## config.mk

```make
export PLATFORM = sky130hd
export DESIGN_NAME = history_bar_graph_scaler
export DESIGN_NICKNAME = d
export VERILOG_FILES = /design/src/hbgs_pkg.sv /design/src/hbgs_regs.sv /design/src/hbgs_hist.sv /design/src/hbgs_div.sv /design/src/history_bar_graph_scaler.sv
export SDC_FILE = /design/constraint.sdc
export NUM_CORES = 1
export LEC_CHECK = 0
export BUFFER_PORTS_ARGS = -buffer_cell sky130_fd_sc_hd__buf_2
export CORE_MARGIN = 10
export CORE_UTILIZATION = 25
export CTS_BUF_LIST = sky130_fd_sc_hd__clkbuf_4 sky130_fd_sc_hd__clkbuf_8
export DETAILED_ROUTE_END_ITERATION = 6
export HOLD_SLACK_MARGIN = 0.05
export PLACE_DENSITY = 0.5
export SLEW_MARGIN = 25
export SYNTH_ARGS = -nofsm -noshare
export SYNTH_HDL_FRONTEND = slang
export SYNTH_SLANG_ARGS = --single-unit
```

## constraint.sdc

```tcl
create_clock -name clk_i -period 24 [get_ports clk_i]
set_clock_uncertainty 0.2 [all_clocks]
set_input_delay 1.2 -clock clk_i [delete_from_list [all_inputs] [get_ports clk_i]]
set_output_delay 1.2 -clock clk_i [all_outputs]
set_load 0.05 [all_outputs]
```

## src/hbgs_pkg.sv

```systemverilog
// ----------------------------------------------------------------------------
// hbgs_pkg
// Shared types, constants and helpers of the history bar-graph scaler.
// ----------------------------------------------------------------------------
package hbgs_pkg;

  localparam int HISTORY_DEPTH = 8;
  localparam int LED_COUNT     = 16;
  localparam int PERCENT_SCALE = 1000;

  localparam int READING_W = 16;
  localparam int HIST_AW   = $clog2(HISTORY_DEPTH);
  localparam int ROW_W     = 3;
  localparam int PATTERN_W = 16;
  localparam int CHAN_W    = 2;

  // quotient never exceeds the percent scale, so it fits in QUOT_W bits
  localparam int QUOT_W   = $clog2(PERCENT_SCALE + 1);
  localparam int NUM_W    = READING_W + QUOT_W;
  localparam int SCALED_W = $clog2(PERCENT_SCALE * LED_COUNT + 1);
  localparam int STEP_W   = $clog2(QUOT_W + 1);

  localparam int REG_IDX_W = 3;
  localparam int CFG_AW    = REG_IDX_W + 2;
  localparam int CFG_DW    = 32;

  localparam logic [CHAN_W-1:0] CHAN_LIGHT = 2'd0;
  localparam logic [CHAN_W-1:0] CHAN_TEMP  = 2'd1;
  localparam logic [CHAN_W-1:0] CHAN_PRESS = 2'd2;

  localparam logic [REG_IDX_W-1:0] REG_CHANNEL     = 3'd0;
  localparam logic [REG_IDX_W-1:0] REG_LIGHT_LOWER = 3'd1;
  localparam logic [REG_IDX_W-1:0] REG_LIGHT_UPPER = 3'd2;
  localparam logic [REG_IDX_W-1:0] REG_TEMP_LOWER  = 3'd3;
  localparam logic [REG_IDX_W-1:0] REG_TEMP_UPPER  = 3'd4;
  localparam logic [REG_IDX_W-1:0] REG_PRESS_LOWER = 3'd5;
  localparam logic [REG_IDX_W-1:0] REG_PRESS_UPPER = 3'd6;

  typedef struct packed {
    logic [READING_W-1:0] light;
    logic [READING_W-1:0] temp;
    logic [READING_W-1:0] press;
  } reading_set_t;

  // selected channel with its thresholds
  typedef struct packed {
    logic [CHAN_W-1:0]    chan;
    logic [READING_W-1:0] lower;
    logic [READING_W-1:0] upper;
  } sel_t;

  typedef struct packed {
    logic                 start;
    logic [NUM_W-1:0]     num;
    logic [READING_W-1:0] den;
  } div_req_t;

  typedef struct packed {
    logic busy;
    logic done;
  } div_stat_t;

  function automatic logic [HIST_AW-1:0] next_pos(input logic [HIST_AW-1:0] pos);
    logic [HIST_AW-1:0] res;
    if (pos == HIST_AW'(HISTORY_DEPTH - 1)) begin
      res = '0;
    end else begin
      res = pos + HIST_AW'(1);
    end
    return res;
  endfunction

  // bit j is lit when led_count * percent reaches scale * (j + 1)
  function automatic logic [PATTERN_W-1:0] bar_pattern(input logic [QUOT_W-1:0] pct);
    logic [SCALED_W-1:0]  scaled;
    logic [PATTERN_W-1:0] pat;
    scaled = SCALED_W'(pct) * SCALED_W'(LED_COUNT);
    for (int j = 0; j < PATTERN_W; j++) begin
      pat[j] = (j < LED_COUNT) && (int'(scaled) >= PERCENT_SCALE * (j + 1));
    end
    return pat;
  endfunction

endpackage

```

## src/hbgs_regs.sv

```systemverilog
// ----------------------------------------------------------------------------
// hbgs_regs
// APB register file: channel select and the per-channel thresholds.
// ----------------------------------------------------------------------------
module hbgs_regs (
  input  logic                         clk_i,
  input  logic                         rst_ni,
  input  logic                         psel,
  input  logic                         penable,
  input  logic                         pwrite,
  input  logic [hbgs_pkg::CFG_AW-1:0]  paddr,
  input  logic [hbgs_pkg::CFG_DW-1:0]  pwdata,
  output logic [hbgs_pkg::CFG_DW-1:0]  prdata,
  output logic                         pready,
  output hbgs_pkg::sel_t               sel_o
);
  import hbgs_pkg::*;

  logic [CHAN_W-1:0]    chan_q;
  logic [READING_W-1:0] light_lo_q, light_hi_q;
  logic [READING_W-1:0] temp_lo_q, temp_hi_q;
  logic [READING_W-1:0] press_lo_q, press_hi_q;
  logic [REG_IDX_W-1:0] idx;
  logic                 wr_en;

  assign pready = 1'b1;
  assign idx    = paddr[CFG_AW-1:2];
  assign wr_en  = psel && penable && pwrite && pready;

  always_ff @(posedge clk_i or negedge rst_ni) begin
    if (!rst_ni) begin
      chan_q     <= CHAN_TEMP;
      light_lo_q <= '0;
      light_hi_q <= '1;
      temp_lo_q  <= '0;
      temp_hi_q  <= '1;
      press_lo_q <= '0;
      press_hi_q <= '1;
    end else if (wr_en) begin
      case (idx)
        REG_CHANNEL:     chan_q     <= pwdata[CHAN_W-1:0];
        REG_LIGHT_LOWER: light_lo_q <= pwdata[READING_W-1:0];
        REG_LIGHT_UPPER: light_hi_q <= pwdata[READING_W-1:0];
        REG_TEMP_LOWER:  temp_lo_q  <= pwdata[READING_W-1:0];
        REG_TEMP_UPPER:  temp_hi_q  <= pwdata[READING_W-1:0];
        REG_PRESS_LOWER: press_lo_q <= pwdata[READING_W-1:0];
        REG_PRESS_UPPER: press_hi_q <= pwdata[READING_W-1:0];
        default: ;
      endcase
    end
  end

  always_comb begin
    case (idx)
      REG_CHANNEL:     prdata = CFG_DW'(chan_q);
      REG_LIGHT_LOWER: prdata = CFG_DW'(light_lo_q);
      REG_LIGHT_UPPER: prdata = CFG_DW'(light_hi_q);
      REG_TEMP_LOWER:  prdata = CFG_DW'(temp_lo_q);
      REG_TEMP_UPPER:  prdata = CFG_DW'(temp_hi_q);
      REG_PRESS_LOWER: prdata = CFG_DW'(press_lo_q);
      REG_PRESS_UPPER: prdata = CFG_DW'(press_hi_q);
      default:         prdata = '0;
    endcase
  end

  // unused channel code falls back to temperature
  always_comb begin
    case (chan_q)
      CHAN_LIGHT: begin
        sel_o.chan  = CHAN_LIGHT;
        sel_o.lower = light_lo_q;
        sel_o.upper = light_hi_q;
      end
      CHAN_PRESS: begin
        sel_o.chan  = CHAN_PRESS;
        sel_o.lower = press_lo_q;
        sel_o.upper = press_hi_q;
      end
      default: begin
        sel_o.chan  = CHAN_TEMP;
        sel_o.lower = temp_lo_q;
        sel_o.upper = temp_hi_q;
      end
    endcase
  end

endmodule

```

## src/hbgs_hist.sv

```systemverilog
// ----------------------------------------------------------------------------
// hbgs_hist
// Ring history of samples with a write pointer and a registered read port.
// ----------------------------------------------------------------------------
module hbgs_hist (
  input  logic                          clk_i,
  input  logic                          rst_ni,
  input  logic                          wr_en_i,
  input  hbgs_pkg::reading_set_t        wr_data_i,
  output logic [hbgs_pkg::HIST_AW-1:0]  wr_ptr_o,
  input  logic [hbgs_pkg::HIST_AW-1:0]  rd_addr_i,
  output hbgs_pkg::reading_set_t        rd_data_o
);
  import hbgs_pkg::*;

  reading_set_t       mem_q [HISTORY_DEPTH];
  reading_set_t       rd_data_q;
  logic [HIST_AW-1:0] ptr_q;

  always_ff @(posedge clk_i or negedge rst_ni) begin
    if (!rst_ni) begin
      ptr_q <= '0;
      for (int i = 0; i < HISTORY_DEPTH; i++) begin
        mem_q[i] <= '0;
      end
    end else if (wr_en_i) begin
      mem_q[ptr_q] <= wr_data_i;
      ptr_q        <= next_pos(ptr_q);
    end
  end

  always_ff @(posedge clk_i) begin
    rd_data_q <= mem_q[rd_addr_i];
  end

  assign wr_ptr_o  = ptr_q;
  assign rd_data_o = rd_data_q;

endmodule

```

## src/hbgs_div.sv

```systemverilog
// ----------------------------------------------------------------------------
// hbgs_div
// Restoring divider, one quotient bit per cycle, for the percent value.
// ----------------------------------------------------------------------------
module hbgs_div (
  input  logic                         clk_i,
  input  logic                         rst_ni,
  input  hbgs_pkg::div_req_t           req_i,
  output hbgs_pkg::div_stat_t          stat_o,
  output logic [hbgs_pkg::QUOT_W-1:0]  quot_o
);
  import hbgs_pkg::*;

  logic [READING_W-1:0] rem_q;
  logic [READING_W-1:0] den_q;
  logic [QUOT_W-1:0]    low_q;
  logic [QUOT_W-1:0]    quot_q;
  logic [STEP_W-1:0]    cnt_q;
  logic                 busy_q;
  logic                 done_q;
  logic [READING_W:0]   trial;
  logic [READING_W:0]   diff;
  logic                 fits;

  assign trial = {rem_q, low_q[QUOT_W-1]};
  assign diff  = trial - {1'b0, den_q};
  assign fits  = (trial >= {1'b0, den_q});

  always_ff @(posedge clk_i or negedge rst_ni) begin
    if (!rst_ni) begin
      busy_q <= 1'b0;
      done_q <= 1'b0;
      cnt_q  <= '0;
    end else begin
      done_q <= 1'b0;
      if (req_i.start) begin
        busy_q <= 1'b1;
        cnt_q  <= STEP_W'(QUOT_W);
      end else if (busy_q) begin
        cnt_q <= cnt_q - STEP_W'(1);
        if (cnt_q == STEP_W'(1)) begin
          busy_q <= 1'b0;
          done_q <= 1'b1;
        end
      end
    end
  end

  // upper numerator bits start below the divisor, so the quotient fits
  always_ff @(posedge clk_i) begin
    if (req_i.start) begin
      rem_q  <= req_i.num[NUM_W-1:QUOT_W];
      low_q  <= req_i.num[QUOT_W-1:0];
      den_q  <= req_i.den;
      quot_q <= '0;
    end else if (busy_q) begin
      rem_q  <= fits ? diff[READING_W-1:0] : trial[READING_W-1:0];
      low_q  <= {low_q[QUOT_W-2:0], 1'b0};
      quot_q <= {quot_q[QUOT_W-2:0], fits};
    end
  end

  assign stat_o.busy = busy_q;
  assign stat_o.done = done_q;
  assign quot_o      = quot_q;

endmodule

```

## src/history_bar_graph_scaler.sv

```systemverilog
// Each row passes through read, clamp, divider load, 10 divider steps, hand-off
// and emit, starting with the first row after a sample is taken.
// A new sample is not taken until all rows of the last one are out; the 10-step
// shared divider sets the row time. in_stall_o is high until the last row is out.
// Reset clears the history to zero, the pointer to zero and the registers to
// their defaults; no clearing pass is needed.
// ----------------------------------------------------------------------------
// history_bar_graph_scaler
// Keeps a ring of sensor samples and emits one bar-graph row per entry.
// ----------------------------------------------------------------------------
module history_bar_graph_scaler (
  input  logic                            clk_i,
  input  logic                            rst_ni,
  input  logic                            psel,
  input  logic                            penable,
  input  logic                            pwrite,
  input  logic [hbgs_pkg::CFG_AW-1:0]     paddr,
  input  logic [hbgs_pkg::CFG_DW-1:0]     pwdata,
  output logic [hbgs_pkg::CFG_DW-1:0]     prdata,
  output logic                            pready,
  input  logic                            in_valid_i,
  output logic                            in_stall_o,
  input  logic [hbgs_pkg::READING_W-1:0]  light_reading_i,
  input  logic [hbgs_pkg::READING_W-1:0]  temp_reading_i,
  input  logic [hbgs_pkg::READING_W-1:0]  press_reading_i,
  output logic                            out_valid_o,
  input  logic                            out_stall_i,
  output logic [hbgs_pkg::ROW_W-1:0]      row_index_o,
  output logic [hbgs_pkg::PATTERN_W-1:0]  row_pattern_o,
  output logic                            threshold_error_o,
  output logic                            last_row_o
);
  import hbgs_pkg::*;

  localparam logic [2:0] S_IDLE  = 3'd0;
  localparam logic [2:0] S_READ  = 3'd1;
  localparam logic [2:0] S_CALC  = 3'd2;
  localparam logic [2:0] S_START = 3'd3;
  localparam logic [2:0] S_DIV   = 3'd4;
  localparam logic [2:0] S_EMIT  = 3'd5;

  sel_t                 sel;
  reading_set_t         wr_sample;
  reading_set_t         rd_sample;
  logic [HIST_AW-1:0]   wr_ptr;
  div_req_t             div_req;
  div_stat_t            div_stat;
  logic [QUOT_W-1:0]    quot;

  logic [2:0]           state_q;
  logic [HIST_AW-1:0]   rd_pos_q;
  logic [HIST_AW-1:0]   row_q;
  logic [READING_W-1:0] diff_q;
  logic [READING_W-1:0] span_q;
  logic                 err_q;
  logic                 accept;
  logic                 is_last;
  logic                 emit;
  logic [READING_W-1:0] reading;
  logic [READING_W-1:0] clamped;

  logic                 out_valid_q;
  logic [ROW_W-1:0]     row_index_q;
  logic [PATTERN_W-1:0] row_pattern_q;
  logic                 err_out_q;
  logic                 last_q;

  hbgs_regs u_regs (
    .clk_i   (clk_i),
    .rst_ni  (rst_ni),
    .psel    (psel),
    .penable (penable),
    .pwrite  (pwrite),
    .paddr   (paddr),
    .pwdata  (pwdata),
    .prdata  (prdata),
    .pready  (pready),
    .sel_o   (sel)
  );

  assign wr_sample.light = light_reading_i;
  assign wr_sample.temp  = temp_reading_i;
  assign wr_sample.press = press_reading_i;

  hbgs_hist u_hist (
    .clk_i     (clk_i),
    .rst_ni    (rst_ni),
    .wr_en_i   (accept),
    .wr_data_i (wr_sample),
    .wr_ptr_o  (wr_ptr),
    .rd_addr_i (rd_pos_q),
    .rd_data_o (rd_sample)
  );

  assign div_req.start = (state_q == S_START);
  assign div_req.num   = NUM_W'(diff_q) * NUM_W'(PERCENT_SCALE);
  assign div_req.den   = span_q;

  hbgs_div u_div (
    .clk_i  (clk_i),
    .rst_ni (rst_ni),
    .req_i  (div_req),
    .stat_o (div_stat),
    .quot_o (quot)
  );

  assign in_stall_o = (state_q != S_IDLE);
  assign accept     = in_valid_i && !in_stall_o;
  assign is_last    = (row_q == HIST_AW'(HISTORY_DEPTH - 1));
  assign emit       = (state_q == S_EMIT) && (!out_valid_q || !out_stall_i);

  always_comb begin
    case (sel.chan)
      CHAN_LIGHT: reading = rd_sample.light;
      CHAN_PRESS: reading = rd_sample.press;
      default:    reading = rd_sample.temp;
    endcase
  end

  always_comb begin
    clamped = reading;
    if (clamped > sel.upper) begin
      clamped = sel.upper;
    end
    if (clamped < sel.lower) begin
      clamped = sel.lower;
    end
  end

  always_ff @(posedge clk_i or negedge rst_ni) begin
    if (!rst_ni) begin
      state_q  <= S_IDLE;
      rd_pos_q <= '0;
      row_q    <= '0;
    end else begin
      case (state_q)
        S_IDLE: begin
          if (accept) begin
            rd_pos_q <= next_pos(wr_ptr);
            row_q    <= '0;
            state_q  <= S_READ;
          end
        end
        S_READ:  state_q <= S_CALC;
        S_CALC:  state_q <= S_START;
        S_START: state_q <= S_DIV;
        S_DIV: begin
          if (div_stat.done) begin
            state_q <= S_EMIT;
          end
        end
        S_EMIT: begin
          if (emit) begin
            if (is_last) begin
              state_q <= S_IDLE;
            end else begin
              row_q    <= row_q + HIST_AW'(1);
              rd_pos_q <= next_pos(rd_pos_q);
              state_q  <= S_READ;
            end
          end
        end
        default: state_q <= S_IDLE;
      endcase
    end
  end

  always_ff @(posedge clk_i) begin
    if (state_q == S_CALC) begin
      diff_q <= clamped - sel.lower;
      span_q <= sel.upper - sel.lower;
      err_q  <= (sel.upper <= sel.lower);
    end
  end

  // output word register parts the row sequencer from the consumer
  always_ff @(posedge clk_i or negedge rst_ni) begin
    if (!rst_ni) begin
      out_valid_q <= 1'b0;
    end else if (emit) begin
      out_valid_q <= 1'b1;
    end else if (!out_stall_i) begin
      out_valid_q <= 1'b0;
    end
  end

  always_ff @(posedge clk_i) begin
    if (emit) begin
      row_index_q   <= ROW_W'(row_q);
      row_pattern_q <= err_q ? '0 : bar_pattern(quot);
      err_out_q     <= err_q;
      last_q        <= is_last;
    end
  end

  assign out_valid_o       = out_valid_q;
  assign row_index_o       = row_index_q;
  assign row_pattern_o     = row_pattern_q;
  assign threshold_error_o = err_out_q;
  assign last_row_o        = last_q;

  // divider is never left running when a new sample can be taken
  assert property (@(posedge clk_i) disable iff (!rst_ni)
    (state_q == S_IDLE) |-> !div_stat.busy)
    else $error("divider busy while idle");

  assert property (@(posedge clk_i) disable iff (!rst_ni)
    (out_valid_o && last_row_o) |-> (row_index_o == ROW_W'(HISTORY_DEPTH - 1)))
    else $error("last row flag on wrong row");

  assert property (@(posedge clk_i) disable iff (!rst_ni)
    (out_valid_o && threshold_error_o) |-> (row_pattern_o == '0))
    else $error("pattern lit with threshold error");

  assert property (@(posedge clk_i) disable iff (!rst_ni)
    div_stat.done |-> (state_q == S_DIV))
    else $error("divider result with no row waiting");

endmodule
```

==> run_results.csv, run 1 <==
group,metric,value,unit
status,outcome,"finished, final reports clean",
routing,drt.antenna.violating_nets,0,
layout,multiInputGateArea,0.0166,sq mm
synthesis,synth_cell_types,79,
critical_path,worstSetupPathType,"register to register",
sta,fin_setup_tns,0,ps
critical_path,timing.critical_path.mode_cell,"a21oi_1",
clock_tree,clk_pin_slew_worst_paths,60,ps
sta,rsz0062_at_grt,"no",
grt,first_global_vias,21707,
place,hpwlAfterDp,55800,um
floorplan,die_area,0.151,sq mm
synthesis,synth_top_cell_area_share,0.333,
synthesis,synth_ff_type,"dfrtp_1",
clock_tree,postCtsSetupBuffers,0,
sta,finalHoldViolCount,0,
job,maxCapViolCount,0,
clock_tree,insertion_delay,830,ps
layout,nets,2985,
layout,largest_reg_flops,384,
place,port_buffers,112,
synthesis,yosysSeqAreaShare,0.487,
layout,syn_to_final_growth,14.8,%
layout,regMostFlops,"u_hist.mem_q",
sta,slew_headroom,0.284,
critical_path,reg2reg_to,"diff_q[15]$_DFFE_PP_",
floorplan,num_rows,135,
synthesis,synth_most_common_cell,"mux2_2",
synthesis,syn_avg_cell_area,13.2,sq um
synthesis,synth_edf_count,93,
routing,first_iter_violations,1114,
floorplan,fp.dieW,389,um
clock_tree,h-tree-depth,3,
grt,grt_usage,0.115,
sta,setup_violations,0,
sta,fin_crit_sh,0.399,
min_path,whs_path_depth,0,
grt,overflow,0,
min_path,worstHoldPathType,"register to register",
synthesis,yosysWarnings,0,
sta,fmaxAchievable,105,MHz
grt,grt_max_degree,149,
sta,maxSlewViolCount,0,
critical_path,critical-path-max-stage-delay,760,ps
critical_path,critPathLaunch,"u_regs.chan_q[1]$_DFFE_PN0P_",
layout,fillers,13796,
critical_path,r2r-start,"u_regs.chan_q[1]$_DFFE_PN0P_",
synthesis,netlist_area,0.0340,sq mm
grt,grt_pass1_wl,136000,um
layout,seqCellArea,0.0166,sq mm
layout,drive_gt1_frac,0.386,
routing,via_per_inst,4.53,
synthesis,yosys-top-cells-count,"mux2_2, dfrtp_1, a21oi_1, nor2_1, ha_1",
critical_path,end_kind,"register",
clock_tree,tritoncts,"done",
critical_path,start_kind,"register",
sta,period_minus_slack,9570,ps
floorplan,core_area,0.135,sq mm
synthesis,synthTopCellsByArea,"dfrtp_1, mux2_2, edfxtp_1",
routing,wl_per_cell,19.1,um
floorplan,dieHeight,389,um
critical_path,r2r_cells,33,
clock_tree,cts_root_buf,"clkbuf_8",
clock_tree,numClockSinks,652,
synthesis,ys_ff_latch,652,
clock_tree,ctsHoldBuffers,0,
floorplan,initial_core_util,0.251,
place,place_congestion,0.787,
critical_path,reg2reg_slack,14430,ps
critical_path,cp_data_required_time,24360,ps
synthesis,synth-async-reset-ratio,0.768,
critical_path,cp_max_fo,30,
sta,worst_slew_pin_slew,1070,ps
clock_tree,post_cts_resized,0,
clock_tree,cts_buffers,114,
routing,drc_errors,0,
routing,first_pass_iters,4,
min_path,min_from,"span_q[9]$_DFFE_PP_",
synthesis,synth_top_area_cell,"dfrtp_1",
routing,vias,20774,
clock_tree,cts_buffer_depth,3,
routing,wirelength,87800,um
synthesis,synthCells,2577,
min_path,min_to,"u_div.den_q[9]$_DFFE_PP_",
critical_path,cp_slowest_cell,"dfrtp_4",
grt,grt_antenna_before_repair,31,
critical_path,worstPathArrival,9920,ps
floorplan,pin_count,148,
worst max-delay path, delay by kind of cell, from the launching register on:
family / cells / cell delay (ps)
xor+xnor: 1 / 90
compound gates: 20 / 4960
fa+ha+maj: 4 / 1160
flops: 1 / 760
simple gates: 4 / 380
buf+inv: 2 / 680
mux: 2 / 1000
worst max path at each step:
stage | slack, ps | to
5_1_grt | 13590 | diff_q[15]$_DFFE_PP_
6_report | 14430 | diff_q[15]$_DFFE_PP_
2_1_floorplan | 16170 | diff_q[14]$_DFFE_PP_
4_1_cts | 14300 | diff_q[15]$_DFFE_PP_
3_5_place_dp | 14330 | diff_q[15]$_DFFE_PP_
3_3_place_gp | 14380 | diff_q[15]$_DFFE_PP_
layer usage:
| layer | global-route usage | vias to the layer above | wire length, um | share of wire |
|---|---|---|---|---|
| met3 | 0.0260 | 147 | 3970 | 0.045 |
| met2 | 0.192 | 345 | 42500 | 0.48 |
| li1 | - | 9648 | - | - |
| met4 | 0.0349 | 24 | 1980 | 0.023 |
| met1 | 0.147 | 10610 | 39200 | 0.45 |
| met5 | 0 | - | 159 | 0.0018 |
area by class of cell:
| class | instances | area share |
|---|---|---|
| repair buffers | 144 | 0.0212 |
| clock inverters | 28 | 0.00670 |
| multi-input cells | 1688 | 0.424 |
| inverters | 101 | 0.00971 |
| diodes | 3 | 0.000192 |
| flip-flops and latches | 652 | 0.424 |
| well taps | 1781 | 0.0571 |
| clock buffers | 186 | 0.0565 |
cells in the final DEF, fill, tap and decap left out, types with 7 or more instances in the layout:
cell,instances
xor2_1,28
mux4_2,98
nor2b_1,12
and3_1,8
clkinv_1,10
dfxtp_1,58
a211oi_1,16
nand3_1,13
dfstp_2,48
edfxtp_1,93
buf_4,30
fa_1,56
clkbuf_8,129
a21o_1,36
xnor2_1,33
o21a_1,11
a31oi_1,12
a21oi_1,146
conb_1,17
mux2_2,550
clkbuf_4,57
mux2i_1,94
dfrtp_1,448
buf_2,111
nor3_1,19
inv_1,99
nand2_1,79
nor2_1,145
o21ai_0,46
nand4_1,7
ha_1,136
nand2b_1,10
a221oi_1,15
metrics by stage:
stage | area (sq um) | util | worst slack (ps) | hold WS, ps | std cells
2_1_floorplan | 34100 | - | 16170 | 200 | 2592
3_5_place_dp | 36600 | 0.270 | 14330 | 205 | 4366
4_1_cts | 39000 | 0.288 | 14300 | 206 | 4580
5_1_grt | 39000 | 0.288 | 13590 | 219 | 4581
3_3_place_gp | 36600 | 0.270 | 14380 | 203 | 4366
6_report | 39000 | 0.288 | 14430 | 213 | 4583
cells by family after synthesis:
| logic type | Yosys count | share of synthesized area |
|---|---|---|
| compound gates | 341 | 0.0635 |
| xor+xnor | 61 | 0.0157 |
| fa+ha+maj | 193 | 0.0833 |
| buf+inv | 252 | 0.0303 |
| flops | 652 | 0.487 |
| mux | 744 | 0.276 |
| other cells | 2 | 0.000221 |
| simple gates | 332 | 0.0445 |
Power of run 1 is left out: the tool's default activity adds up to more than one toggle a clock period on the data nets, which glitch-free logic cannot reach.
==> inputs of run 2 (changes only) <==
--- a/config.mk
+++ b/config.mk
@@ -11,7 +11,7 @@
 export CTS_BUF_LIST = sky130_fd_sc_hd__clkbuf_4 sky130_fd_sc_hd__clkbuf_8
 export DETAILED_ROUTE_END_ITERATION = 6
 export HOLD_SLACK_MARGIN = 0.05
-export PLACE_DENSITY = 0.5
+export PLACE_DENSITY = 0.51
 export SLEW_MARGIN = 25
 export SYNTH_ARGS = -nofsm -noshare
 export SYNTH_HDL_FRONTEND = slang
==> constraint.sdc (replaced) <==
create_clock -name clk_i -period 8.23 [get_ports clk_i]
set_clock_uncertainty 0.2 [all_clocks]
set_input_delay 0.4115 -clock clk_i [delete_from_list [all_inputs] [get_ports clk_i]]
set_output_delay 0.4115 -clock clk_i [all_outputs]
set_load 0.05 [all_outputs]
==> run 2 against run 1 <==
Net effect: setup slack worse by 14000 ps; largest cell class unchanged; hold slack worse by 97 ps; die area stayed put.
==> run_results.csv, run 2 (synthesis results as in run 1) <==
group,metric,value,unit
sta,rsz0062_at_grt,"no",
layout,largest_reg_flops,384,
floorplan,num_rows,135,
routing,first_iter_violations,1183,
routing,via_per_inst,4.54,
grt,grt_max_degree,162,
floorplan,core_area,0.135,sq mm
layout,drive_gt1_frac,0.383,
critical_path,critPathLaunch,"u_regs.chan_q[1]$_DFFE_PN0P_",
place,hpwlAfterDp,57400,um
sta,finalHoldViolCount,0,
sta,slew_headroom,0.271,
place,port_buffers,112,
floorplan,dieHeight,389,um
layout,nets,3084,
sta,period_minus_slack,7590,ps
critical_path,cp_slowest_cell,"dfrtp_2",
layout,multiInputGateArea,0.0166,sq mm
critical_path,start_kind,"register",
critical_path,worstSetupPathType,"register to register",
routing,wl_per_cell,19.0,um
sta,setup_violations,0,
grt,grt_usage,0.116,
layout,regMostFlops,"u_hist.mem_q",
critical_path,critical-path-max-stage-delay,670,ps
layout,final_common_cell,"mux2_2",
critical_path,cp_data_required_time,8560,ps
status,outcome,"finished, final reports clean",
floorplan,fp.dieW,389,um
sta,worst_slew_pin_slew,1080,ps
clock_tree,cts_buffer_depth,3,
clock_tree,insertion_delay,800,ps
routing,wirelength,88900,um
floorplan,die_area,0.151,sq mm
layout,syn_to_final_growth,17.8,%
job,maxCapViolCount,0,
layout,seqCellArea,0.0166,sq mm
sta,fin_setup_tns,0,ps
critical_path,cp_max_fo,11,
routing,drc_errors,0,
clock_tree,numClockSinks,652,
grt,grt_pass1_wl,138000,um
clock_tree,cts_root_buf,"clkbuf_8",
routing,first_pass_iters,5,
layout,fillers,13725,
floorplan,pin_count,148,
place,place_congestion,0.803,
grt,overflow,0,
grt,grt_antenna_before_repair,21,
critical_path,timing.critical_path.mode_cell,"a21oi_1",
critical_path,crit_family,"compound AO/OA/AOI/OAI gates",
routing,drt.antenna.violating_nets,0,
sta,fin_crit_sh,0.922,
sta,maxSlewViolCount,0,
critical_path,end_kind,"register",
clock_tree,tritoncts,"done",
min_path,worstHoldPathType,"primary input to async pin",
grt,first_global_vias,22455,
clock_tree,clk_pin_slew_worst_paths,60,ps
sta,fmaxAchievable,132,MHz
floorplan,initial_core_util,0.251,
critical_path,r2r-start,"u_regs.chan_q[1]$_DFFE_PN0P_",
clock_tree,h-tree-depth,3,
critical_path,critical_path.n_buffers_inverters,4,
layout,final_cell_mix,"mux2_2, dfrtp_1, a21oi_1, nor2_1, ha_1",
critical_path,worstPathArrival,7920,ps
routing,vias,21259,
clock_tree,cts_buffers,111,
-- run 2: cell types whose count changed in the layout (fill, tap and decap cells not counted), sizes merged --
cell and change:
dlygate4sd3 +71, diode +5, inv -3, bufinv +1, buf +31, clkinvlp -1
clkinv +2, clkbuf -6
-- run 2: metrics by stage --
| stage | instances | instance area (sq um) | hold WS, ps | util | setup WS, ps |
|---|---|---|---|---|---|
| CTS | 4672 | 40000 | 55.0 | 0.296 | 474 |
| detailed placement | 4393 | 36800 | 205 | 0.272 | 470 |
| finish | 4683 | 40100 | 116 | 0.296 | 638 |
| global placement | 4393 | 36800 | 201 | 0.272 | 486 |
| global route | 4680 | 40100 | 107 | 0.296 | 48.3 |
| floorplan | 2592 | 34100 | -84.1 | - | 404 |
-- run 2: final timing paths --
path	end	cells past startpoint	slack, ps
max in group asynchronous	u_hist.mem_q[227]$_DFFE_PN0P_	4	6360
worst max register to register	diff_q[14]$_DFFE_PP_	36	640
worst max-delay path	diff_q[14]$_DFFE_PP_	36	640
min in group clk_i	u_regs.press_lo_q[14]$_DFFE_PN0P_	4	190
worst min register to register	u_div.den_q[8]$_DFFE_PP_	0	220
worst min-delay path	u_hist.mem_q[169]$_DFFE_PN0P_	3	120
-- run 2: final cells by class --
type / instances / area share
tap: 1781 / 0.0556
clock buffer: 180 / 0.0546
inverter: 101 / 0.00946
sequential: 652 / 0.413
clock inverter: 27 / 0.00674
antenna: 8 / 0.000500
multi-input combinational: 1688 / 0.413
timing repair buffer: 246 / 0.0465
-- run 2: worst register-to-register path: cells and delay by family, from the launching register on --
kind / cells / cell delay (ps)
simple gates: 2 / 180
flops: 1 / 670
compound gates: 22 / 3910
xor+xnor: 1 / 80
fa+ha+maj: 5 / 1520
mux: 2 / 400
buf+inv: 4 / 440
-- run 2: timing repair --
item / in CTS / in global routing
hold buffers: 72 / 0
endpoints found under the setup margin: 0 / 2
resized for setup: 0 / 1
setup buffers: 0 / 1
hold endpoints to repair: 656 / 0
-- run 2: routing by layer --
metal / routed length [um] / track usage
met2: 42300 / 0.192
met1: 40900 / 0.152
met4: 2170 / 0.0368
met3: 3480 / 0.0219
met5: 67 / 0
Power of run 2 is left out for the same reason.
==> inputs of run 3 (changes only) <==
--- a/config.mk
+++ b/config.mk
@@ -5,6 +5,7 @@
 export SDC_FILE = /design/constraint.sdc
 export NUM_CORES = 1
 export LEC_CHECK = 0
+export ABC_AREA = 1
 export BUFFER_PORTS_ARGS = -buffer_cell sky130_fd_sc_hd__buf_2
 export CORE_MARGIN = 10
 export CORE_UTILIZATION = 25
@@ -12,6 +13,7 @@
 export DETAILED_ROUTE_END_ITERATION = 6
 export HOLD_SLACK_MARGIN = 0.05
 export PLACE_DENSITY = 0.51
+export REMOVE_ABC_BUFFERS = 1
 export SLEW_MARGIN = 25
 export SYNTH_ARGS = -nofsm -noshare
 export SYNTH_HDL_FRONTEND = slang
==> run 3 against run 2 <==
Net effect: die area fell by 1.4%; register-to-register slack improved by 100 ps; area after synthesis fell by 1.4%; global-route usage rose by 1.4 points; setup slack improved by 100 ps; critical path depth did not move; flip-flop and latch count did not move; non-clock buffer count fell by 20; hold slack improved by 43 ps; routed wire length rose by 10%; clock-buffer cell count rose by 13; cell count rose by 26%.
==> run_results.csv, run 3 <==
group,metric,value,unit
place,port_buffers,112,
synthesis,synth_edf_count,93,
sta,worst_slew_pin_slew,1010,ps
routing,drt.antenna.violating_nets,0,
critical_path,timing.critical_path.mode_cell,"a21oi_1",
clock_tree,ctsHoldBuffers,78,
floorplan,die_area,0.149,sq mm
critical_path,reg2reg_to,"diff_q[12]$_DFFE_PP_",
synthesis,synth_cell_types,65,
floorplan,dieHeight,386,um
min_path,whs_path_depth,4,
job,maxCapViolCount,0,
layout,drive_gt1_frac,0.115,
min_path,min_to,"u_regs.press_lo_q[15]$_DFFE_PN0P_",
routing,drc_errors,0,
critical_path,start_kind,"register",
synthesis,synth-async-reset-ratio,0.768,
layout,final_cell_mix,"nand2_1, o21ai_0, dfrtp_1, inv_1, nor2_1",
synthesis,synth_most_common_cell,"nand2_1",
clock_tree,numClockSinks,652,
clock_tree,cts_buffer_depth,3,
place,place_inst,5581,
layout,syn_to_final_growth,17.2,%
min_path,min_from,"pwdata[15]",
routing,vias,27002,
layout,finish.utilization,0.295,
synthesis,synth_ff_type,"dfrtp_1",
floorplan,core_area,0.133,sq mm
sta,rsz0062_at_grt,"no",
sta,fin_crit_sh,0.910,
critical_path,r2r-start,"u_regs.chan_q[0]$_DFFE_PN1P_",
sta,setup_violations,0,
place,place_congestion,0.841,
floorplan,pin_count,148,
sta,maxSlewViolCount,0,
critical_path,critical-path-max-stage-delay,840,ps
status,outcome,"finished, final reports clean",
critical_path,cp_data_required_time,8600,ps
critical_path,worstSetupPathType,"register to register",
routing,via_per_inst,4.59,
clock_tree,post_cts_resized,0,
layout,final_cells,5881,
clock_tree,cts_root_buf,"clkbuf_8",
layout,largest_reg_flops,384,
min_path,worstHoldPathType,"primary input to register",
synthesis,synth_top_cell_area_share,0.337,
synthesis,synthCells,3879,
synthesis,ys_ff_latch,652,
routing,wirelength,98100,um
critical_path,end_kind,"register",
sta,slew_headroom,0.323,
synthesis,yosys-top-cells-count,"nand2_1, o21ai_0, dfrtp_1, inv_1, nor2_1",
layout,regMostFlops,"u_hist.mem_q",
grt,first_global_vias,26620,
critical_path,critPathLaunch,"u_regs.chan_q[0]$_DFFE_PN1P_",
clock_tree,clk_pin_slew_worst_paths,60,ps
clock_tree,tritoncts,"done",
grt,grt_antenna_before_repair,15,
critical_path,reg2reg_slack,740,ps
critical_path,r2r_cells,36,
clock_tree,insertion_delay,850,ps
grt,grt_usage,0.130,
clock_tree,h-tree-depth,3,
grt,grt_max_degree,187,
synthesis,synth_top_area_cell,"dfrtp_1",
synthesis,syn_avg_cell_area,8.64,sq um
critical_path,cp_slowest_cell,"dfstp_2",
sta,fin_setup_tns,0,ps
sta,period_minus_slack,7490,ps
sta,finalHoldViolCount,0,
clock_tree,cts_buffers,115,
routing,wl_per_cell,16.7,um
layout,nets,4292,
sta,fmaxAchievable,134,MHz
critical_path,worstPathArrival,7860,ps
synthesis,yosysWarnings,0,
grt,overflow,0,
clock_tree,postCtsSetupBuffers,0,
floorplan,num_rows,134,
synthesis,yosysSeqAreaShare,0.494,
grt,grt_pass1_wl,156000,um
synthesis,synthTopCellsByArea,"dfrtp_1, o21ai_0, edfxtp_1",
critical_path,cp_max_fo,32,
floorplan,initial_core_util,0.251,
place,hpwlAfterDp,63000,um
routing,first_pass_iters,7,
synthesis,netlist_area,0.0335,sq mm
routing,first_iter_violations,1798,
floorplan,fp.dieW,386,um
layout,final_common_cell,"nand2_1",
[run 3: metrics by stage]
| stage | setup WS, ps | hold WS (ps) | instance area (sq um) |
|---|---|---|---|
| floorplan | -225 | -84.1 | 32600 |
| global placement | 990 | 203 | 35800 |
| detailed placement | 895 | 205 | 35800 |
| CTS | 855 | 52.0 | 39300 |
| global route | 183 | 143 | 39300 |
| finish | 743 | 159 | 39300 |
[run 3: critical path: cells and delay by family (launching register included)]
| family | cells | cell delay [ps] |
|---|---|---|
| simple gates | 12 | 1320 |
| buf+inv | 3 | 480 |
| xor+xnor | 1 | 70 |
| fa+ha+maj | 4 | 1150 |
| compound gates | 16 | 3140 |
| flops | 1 | 840 |
[run 3: layout make-up]
class                      count  area (sq um)
timing repair buffer         226          1700
clock inverter                26           293
inverter                     407          1530
clock buffer                 193          2320
fill                       14255         94000
tap                         1768          2210
sequential                   652         16600
multi-input combinational   2606         14700
antenna                        3          7.51
[run 3: cells by family after synthesis]
logic type      synth area share
compound gates             0.201
xor+xnor                  0.0136
fa+ha+maj                 0.0842
buf+inv                   0.0749
flops                      0.494
other cells             0.000224
simple gates               0.132
[run 3: worst max-delay path by stage]
stage / endpoint / depth (start not counted) / slack [ps]
final: diff_q[12]$_DFFE_PP_ / 36 / 740
after global routing: diff_q[12]$_DFFE_PP_ / 36 / 180
after CTS: diff_q[12]$_DFFE_PP_ / 36 / 860
after detailed placement: diff_q[12]$_DFFE_PP_ / 36 / 900
after global placement: diff_q[12]$_DFFE_PP_ / 36 / 990
after floorplan: u_hist.mem_q[192]$_DFFE_PN0P_ / 4 / -220
[run 3: layer usage]
| metal | vias up | GRT usage | wire length (um) |
|---|---|---|---|
| met4 | 14 | 0.0411 | 2300 |
| met2 | 586 | 0.217 | 47000 |
| li1 | 13242 | - | - |
| met5 | - | 0 | 80 |
| met1 | 12991 | 0.173 | 44500 |
| met3 | 169 | 0.0203 | 4260 |
Power of run 3 is left out for the same reason.
